$ cat config.mk
export PLATFORM = sky130hd
export DESIGN_NAME = mcgs_accum
export DESIGN_NICKNAME = d
export VERILOG_FILES = /design/src/rtl/mcgs_pkg.sv /design/src/rtl/mcgs_accum.sv
export SDC_FILE = /design/constraint.sdc
export NUM_CORES = 1
export LEC_CHECK = 0
export ABC_AREA = 1
export CAP_MARGIN = 40
export CORE_UTILIZATION = 68
export CTS_BUF_LIST = sky130_fd_sc_hd__clkbuf_4 sky130_fd_sc_hd__clkbuf_8
export DETAILED_ROUTE_END_ITERATION = 8
export DONT_BUFFER_PORTS = 1
export HOLD_SLACK_MARGIN = 0.03
export MAX_ROUTING_LAYER = met4
export PLACE_DENSITY = 0.89
export SETUP_SLACK_MARGIN = 0.02
export SYNTH_ARGS = -nofsm -noshare
export SYNTH_HDL_FRONTEND = slang
export SYNTH_SLANG_ARGS = --single-unit
$ cat constraint.sdc
create_clock -name clock -period 7.6 [get_ports clock]
set_input_delay 2.28 -clock clock [delete_from_list [all_inputs] [get_ports clock]]
set_output_delay 2.28 -clock clock [all_outputs]
set_load 0.01 [all_outputs]
$ cat src/rtl/mcgs_pkg.sv
package mcgs_pkg;

   // Field widths fixed by the item format
   localparam int ROW_W   = 10;
   localparam int COL_W   = 16;
   localparam int QRY_W   = 16;
   localparam int PROD_W  = COL_W + QRY_W;
   localparam int SCORE_W = 48;

   // Width used to compare a row against the ROWS parameter (up to 65536)
   localparam int ROW_CMP_W = 17;

   // Configuration port
   localparam int CSR_IDX_W = 1;

   typedef enum logic [CSR_IDX_W-1:0] {
      CSR_SCORE_INIT  = 1'b0,
      CSR_MASK_ENABLE = 1'b1
   } csr_index_type;

   typedef logic signed [SCORE_W-1:0] score_type;
   typedef logic signed [PROD_W-1:0]  prod_type;

   localparam score_type SCORE_MAX = {1'b0, {(SCORE_W-1){1'b1}}};
   localparam score_type SCORE_MIN = {1'b1, {(SCORE_W-1){1'b0}}};

   // Per-item flags carried alongside the multiply stage
   typedef struct packed {
      logic first_column;
      logic last_column;
      logic candidate;
   } item_ctl_type;

endpackage

$ cat src/rtl/mcgs_accum.sv
module mcgs_accum (
   input  logic                                clock,
   input  logic                                reset,
   input  logic [mcgs_pkg::ROW_W-1:0]          row,
   input  logic                                first_column,
   input  mcgs_pkg::prod_type                  product,
   input  mcgs_pkg::score_type                 mem_score,
   input  mcgs_pkg::score_type                 score_init,
   input  logic                                write_back,
   output mcgs_pkg::score_type                 acc
);

   // Last score written back; covers a read issued in the same cycle as the write
   logic                              fwd_valid_ff;
   logic                              fwd_valid_in;
   logic [mcgs_pkg::ROW_W-1:0]        fwd_row_ff;
   mcgs_pkg::score_type               fwd_score_ff;

   mcgs_pkg::score_type               base;
   logic signed [mcgs_pkg::SCORE_W:0] sum;

   // Base select: bias, forwarded score or memory
   always_comb begin
      if (first_column) begin
         base = score_init;
      end else if (fwd_valid_ff && (fwd_row_ff == row)) begin
         base = fwd_score_ff;
      end else begin
         base = mem_score;
      end
   end

   // Saturating add
   always_comb begin
      sum = {base[mcgs_pkg::SCORE_W-1], base} + (mcgs_pkg::SCORE_W+1)'(product);
      if (sum[mcgs_pkg::SCORE_W] != sum[mcgs_pkg::SCORE_W-1]) begin
         acc = sum[mcgs_pkg::SCORE_W] ? mcgs_pkg::SCORE_MIN : mcgs_pkg::SCORE_MAX;
      end else begin
         acc = sum[mcgs_pkg::SCORE_W-1:0];
      end
   end

   assign fwd_valid_in = fwd_valid_ff | write_back;

   always_ff @(posedge clock) begin
      if (reset) begin
         fwd_valid_ff <= 1'b0;
      end else begin
         fwd_valid_ff <= fwd_valid_in;
      end
   end

   always_ff @(posedge clock) begin
      if (write_back) begin
         fwd_row_ff   <= row;
         fwd_score_ff <= acc;
      end
   end

endmodule

==> impl_results.md, run 1 <==
* Outcome: aborted with a tool error
* Failed at: clock tree synthesis
* First error line in the log: [ERROR DPL-0038] Utilization greater than 100%, impossible to legalize
* Standard-cell row count at 37
* Number of warning messages in the yosys log at 0
* Proportion of synthesized area in mux cells at 0
* Die Ht at 106 µm
* CTS H-tree depth at 3
* Sequential-to-total area share from yosys stat at 0.239
* Cell area after synthesis at 7380 µm²
* Buffers added on ports at 0
* Cell Count Post-Placement at 1,565
* TritonCTS sink count at between 50 and 60
* Number of top-level pins at between 150 and 200
* Clock buffers created by TritonCTS at 9
* Largest family of logic cells by synthesized area: simple AND/OR/NAND/NOR gates
* Number of distinct standard cells referenced by the synthesized netlist at 34
* Synth Area in Adders at 0.0857
* XOR/XNOR Fraction of Synth Area at 0.0439
* Starting Density at 0.709
* Average size of a mapped cell at slightly below 6 µm²
* Global placer's final weighted congestion at 1.09
* Placed wire-length estimate at about 21,000 µm
* Most used flip-flop cell after synthesis: edfxtp_1
* Complex-gate fraction of the synthesized area at 0.115
* Die width at around 110 µm
* Post-CTS Setup Inserts at 44
* Count of cells resized by post-cts repair at approximately 330
* Proportion of register bits with asynchronous set or reset after synthesis at 0
* Synthesized netlist net count at around 1,500
* Synthesized instance count at 1,259
* Register bit count reported by yosys at 59
* Cell at the root of the clock tree: clkbuf_8
* Number of flops mapped to enable cells by yosys at 58
* Maximum clock path buffer count at 2
* Simple-gate portion of the synthesized area at 0.397
* Hold buffer count at cts at 0
## cell usage after synthesis, types with 3 or more instances
cell type / count / share of area
edfxtp_1: 58 / 0.24
o21ai_1: 10 / 0.0068
inv_1: 193 / 0.098
nor2_2: 4 / 0.0034
o21ai_0: 75 / 0.051
o21bai_1: 11 / 0.011
nand3b_1: 5 / 0.0051
nor2_1: 137 / 0.070
nand2_1: 498 / 0.25
clkbuf_1: 17 / 0.0086
nand3_1: 30 / 0.020
nand2_2: 12 / 0.010
nand4_1: 20 / 0.017
a21oi_1: 58 / 0.039
xor2_1: 25 / 0.030
xnor2_1: 12 / 0.014
nor4_1: 3 / 0.0025
buf_1: 3 / 0.0015
ha_1: 49 / 0.083
nor3_1: 12 / 0.0081
buf_6: 4 / 0.0061
buf_2: 3 / 0.0020
inv_2: 4 / 0.0020
## logic make-up after synthesis
logic type | Yosys count
compound gates | 161
xor+xnor | 37
simple gates | 726
fa+ha+maj | 50
buf+inv | 226
flops | 59
## per-stage QoR
step | area, µm² | utilization | setup WS, ns
global placement | 9000 | 0.865 | -0.196
detailed placement | 9000 | 0.865 | -0.446
floorplan | 7380 | - | 0.177
==> run 2: changes to the inputs <==
==> config.mk (replaced) <==
export PLATFORM = sky130hd
export DESIGN_NAME = mcgs_accum
export DESIGN_NICKNAME = d
export VERILOG_FILES = /design/src/rtl/mcgs_pkg.sv /design/src/rtl/mcgs_accum.sv
export SDC_FILE = /design/constraint.sdc
export NUM_CORES = 1
export LEC_CHECK = 0
export ABC_AREA = 1
export CAP_MARGIN = 40
export CORE_UTILIZATION = 40
export DETAILED_ROUTE_END_ITERATION = 8
export DONT_BUFFER_PORTS = 1
export PLACE_DENSITY_LB_ADDON = 0.15
export SYNTH_ARGS = -nofsm -noshare
export SYNTH_HDL_FRONTEND = slang
export SYNTH_SLANG_ARGS = --single-unit
==> impl_results.md, run 2 <==
* Final setup margin at -0.166 ns
* Maximum clock rate at approximately 130 MHz
* Sequential-to-total area share from yosys stat at 0.239
* Setup Total Neg Slack at -3.10 ns
* Worst setup SP type: input pin
* Most used flip-flop cell after synthesis: edfxtp_1
* Max-slew headroom at the worst pin at 0.702
* Arrival time worst endpoint at approximately 5.5 ns
* Outcome: finished with violations
* Power after layout at 0.00211 W
* Worst-path clk slew at approximately 0.06 ns
* Most frequent cells in the layout: 370 x nand2_1, 249 x buf_4, 184 x inv_1
* Hold_sp: fwd_valid_ff
* Commonest cells post-synth: 498 x nand2_1, 193 x inv_1, 137 x nor2_1, 75 x o21ai_0
* Vias in the first global route at just over 8,000
* Total count of max-transition violations in the final report at 0
* CP Max Fanout at 8
* Top cell type's share of synthesized area at 0.253
* Peak ir drop on the vdd network at between 0.1 and 0.15 mV
* Starting Density at 0.410
* NumNets Final at 1,716
* Largest cells by area after synthesis: nand2_1 25%, edfxtp_1 24%, inv_1 9.8%
* Violated checks: setup timing
* Area growth syn-to-layout at 58.1%
* Library cell occupying the most area in the post-synthesis netlist: nand2_1
* Initial detailed-routing violation count at between 600 and 700
* Pin count of the biggest net entering global routing at 60
* Most common cell in the netlist: nand2_1
* Worst Tran Pin Value at between 0.4 and 0.5 ns
* Reported leakage power at around 6 nW
* Post-place setup slack at -0.389 ns
* Number of distinct standard cells referenced by the synthesized netlist at 34
* Standard-cell row count at a little under 50
* Class of the worst hold path: reg -> reg
* Worst reg-to-reg path cell count at 25
* Reg with most FFs: fwd_score_ff
* Wire length on met3 at 2460 µm
* Hold buffer count at cts at 0
* Total gr overflow at 0
* Finished Core Util at 0.648
* Skew-Pair Late Insertion Delay at around 0.35 ns
* Final worst path period need at 7.77 ns
* Launch point of the worst reg-to-reg path: fwd_row_ff[5]
* Unrepaired setup endpoints after global routing: yes
* Cell area after synthesis at 7380 µm²
* Setup slack, reg-to-reg at 3.55 ns
* Ratio of cells with drive above 1 in the final layout at 0.390
* Die Ht at around 140 µm
* Most common library cell in the layout ignoring fill and taps: nand2_1
* Inserted Diodes at 0
* Cell count of the worst hold path at 2
* Number of warning messages in the yosys log at 0
* Synthesized netlist net count at approximately 1,500
* DRC violations left at 0
* Number of antenna violations at the first check in global routing at 1
* Clock buffers created by TritonCTS at 9
* Gr usage total at 0.296
* Critical path start-end classification: in -> out
* Final-report setup violation count at 45
* Detailed-route via count at roughly 9,100
* Via count normalized by instance count at between 5 and 6
* Placed wire-length estimate at around 22,000 µm
* Area of the core at approximately 18,000 µm²
* Clock skew at roughly 0.013 ns
* Synthesized instance count at between 1,000 and 1,500
* Areal power density over the cells at 180 nW/µm²
* Largest registers in the final layout: fwd_score_ff x48, fwd_row_ff x10, fwd_valid_ff x1
* Die width at between 100 and 150 µm
* Worst r2r dst: fwd_score_ff[34]
* Total Wirelength at around 31,000 µm
* CTS H-tree depth at 3
* Placed Area at slightly above 9000 µm²
* Data required time of the worst path at 5.32 ns
* Layout Cell Area excl Fill at about 12,000 µm²
* TritonCTS sink count at between 50 and 60
* Top metal layer carrying routed signals: met4
* Cell at the root of the clock tree: clkbuf_16
* Number of violations of the max-capacitance limit at 0
* Buffers added on ports at 0
* Proportion of register bits with asynchronous set or reset after synthesis at 0
* Hold Fails Final Rpt at 0
* Number of flops mapped to enable cells by yosys at 58
* CTS tree: done
* Register bit count reported by yosys at 59
* Average size of a mapped cell at 5.86 µm²
* Routed length on met2 at around 14,000 µm
* Number of flip-flops in the largest register at between 40 and 50
* Final Cycle Share at 1.02
* Floorplan die area at between 15,000 and 20,000 µm²
* Count of nets left with antenna violations after detail routing at 0
* Number of top-level pins at 190
* Wire length the detailed router placed on met1 at ~14,000 µm
* Hold EP: fwd_valid_ff
* CP Capture Type: primary output
* DR WL/cell at between 15 and 20 µm
* Global placer's final weighted congestion at roughly 0.96
* Count of TritonRoute iterations in the first routing pass at 6
* Wire length of the first global-routing pass at approximately 42,000 µm
* Maximum clock path buffer count at 2
## run 2: cells by family after synthesis
| family | after synthesis | share of synthesized area |
|---|---|---|
| xor gates and xnor gates | 37 | 0.0439 |
| DFF | 59 | 0.239 |
| adders and majority gates | 50 | 0.0857 |
| and+or+nand+nor | 726 | 0.397 |
| buffers and inverters | 226 | 0.120 |
| AOI/OAI and AO/OA | 161 | 0.115 |
## run 2: layer usage
| layer | track usage | vias to the layer above |
|---|---|---|
| met4 | 0.0694 | 0 |
| met2 | 0.478 | 355 |
| li1 | - | 4478 |
| met3 | 0.0552 | 53 |
| met1 | 0.405 | 4218 |
| met5 | 0 | - |
## run 2: final cells by class
class                           instances  area [µm²]
Fill cell                            1653        6350
Multi-Input combinational cell        974        6080
Timing Repair Buffer                  283        2500
Sequential cell                        59        1760
Inverter                              197         747
Tap cell                              229         287
Clock buffer                           10         229
Clock inverter                          6        65.1
## run 2: how the worst max path moves through the flow
| stage | from | to | slack (ns) | cells past startpoint |
|---|---|---|---|---|
| detailed placement | row[5] | acc[3] | -0.39 | 26 |
| floorplan | row[5] | acc[10] | 0.18 | 26 |
| global route | row[5] | acc[34] | -0.35 | 24 |
| CTS | row[9] | acc[4] | -0.1 | 26 |
| finish | row[6] | acc[34] | -0.17 | 23 |
| global placement | row[5] | acc[37] | -0.30 | 26 |
## run 2: report_power, final
group	internal (W)	total (W)	leakage (nW)	switching [W]
logic	0.000521	0.00120	5.26	0.000684
clock network	0.000255	0.000427	0.143	0.000172
registers	0.000453	0.000475	0.576	0.0000222
total	0.00123	0.00211	5.98	0.000878
## run 2: per-stage QoR
| stage | hold WS, ns | std cells |
|---|---|---|
| after CTS | 0.471 | 1718 |
| after floorplan | 0.432 | 1259 |
| after global routing | 0.513 | 1758 |
| after detailed placement | 0.458 | 1690 |
| final | 0.467 | 1758 |
| after global placement | 0.452 | 1690 |
## run 2: what timing repair did
item,4_1_cts,5_1_grt
resized for setup,150,280
setup endpoints to repair,47,47
cloned,0,11
pin swaps,21,56
buffers inserted,12,30
## run 2: critical path, cell delays in order
cell      delay (ns)
inv_2           0.02
a21boi_0        0.15
nand3_1         0.12
nor4_2          0.17
buf_4           0.18
nand2_8         0.10
buf_12          0.17
buf_12          0.13
nor2_1          0.13
o21ai_1         0.10
ha_1            0.37
nand2_2         0.16
buf_4           0.15
inv_1           0.03
a21oi_1         0.26
o21ai_2         0.16
a21oi_1         0.17
nand2_2         0.14
nand2_1         0.12
nand2_1         0.06
nand2_1         0.06
nand3_1         0.09
nand2_2         0.15
Note: power is estimated with default switching activity, not from simulation.
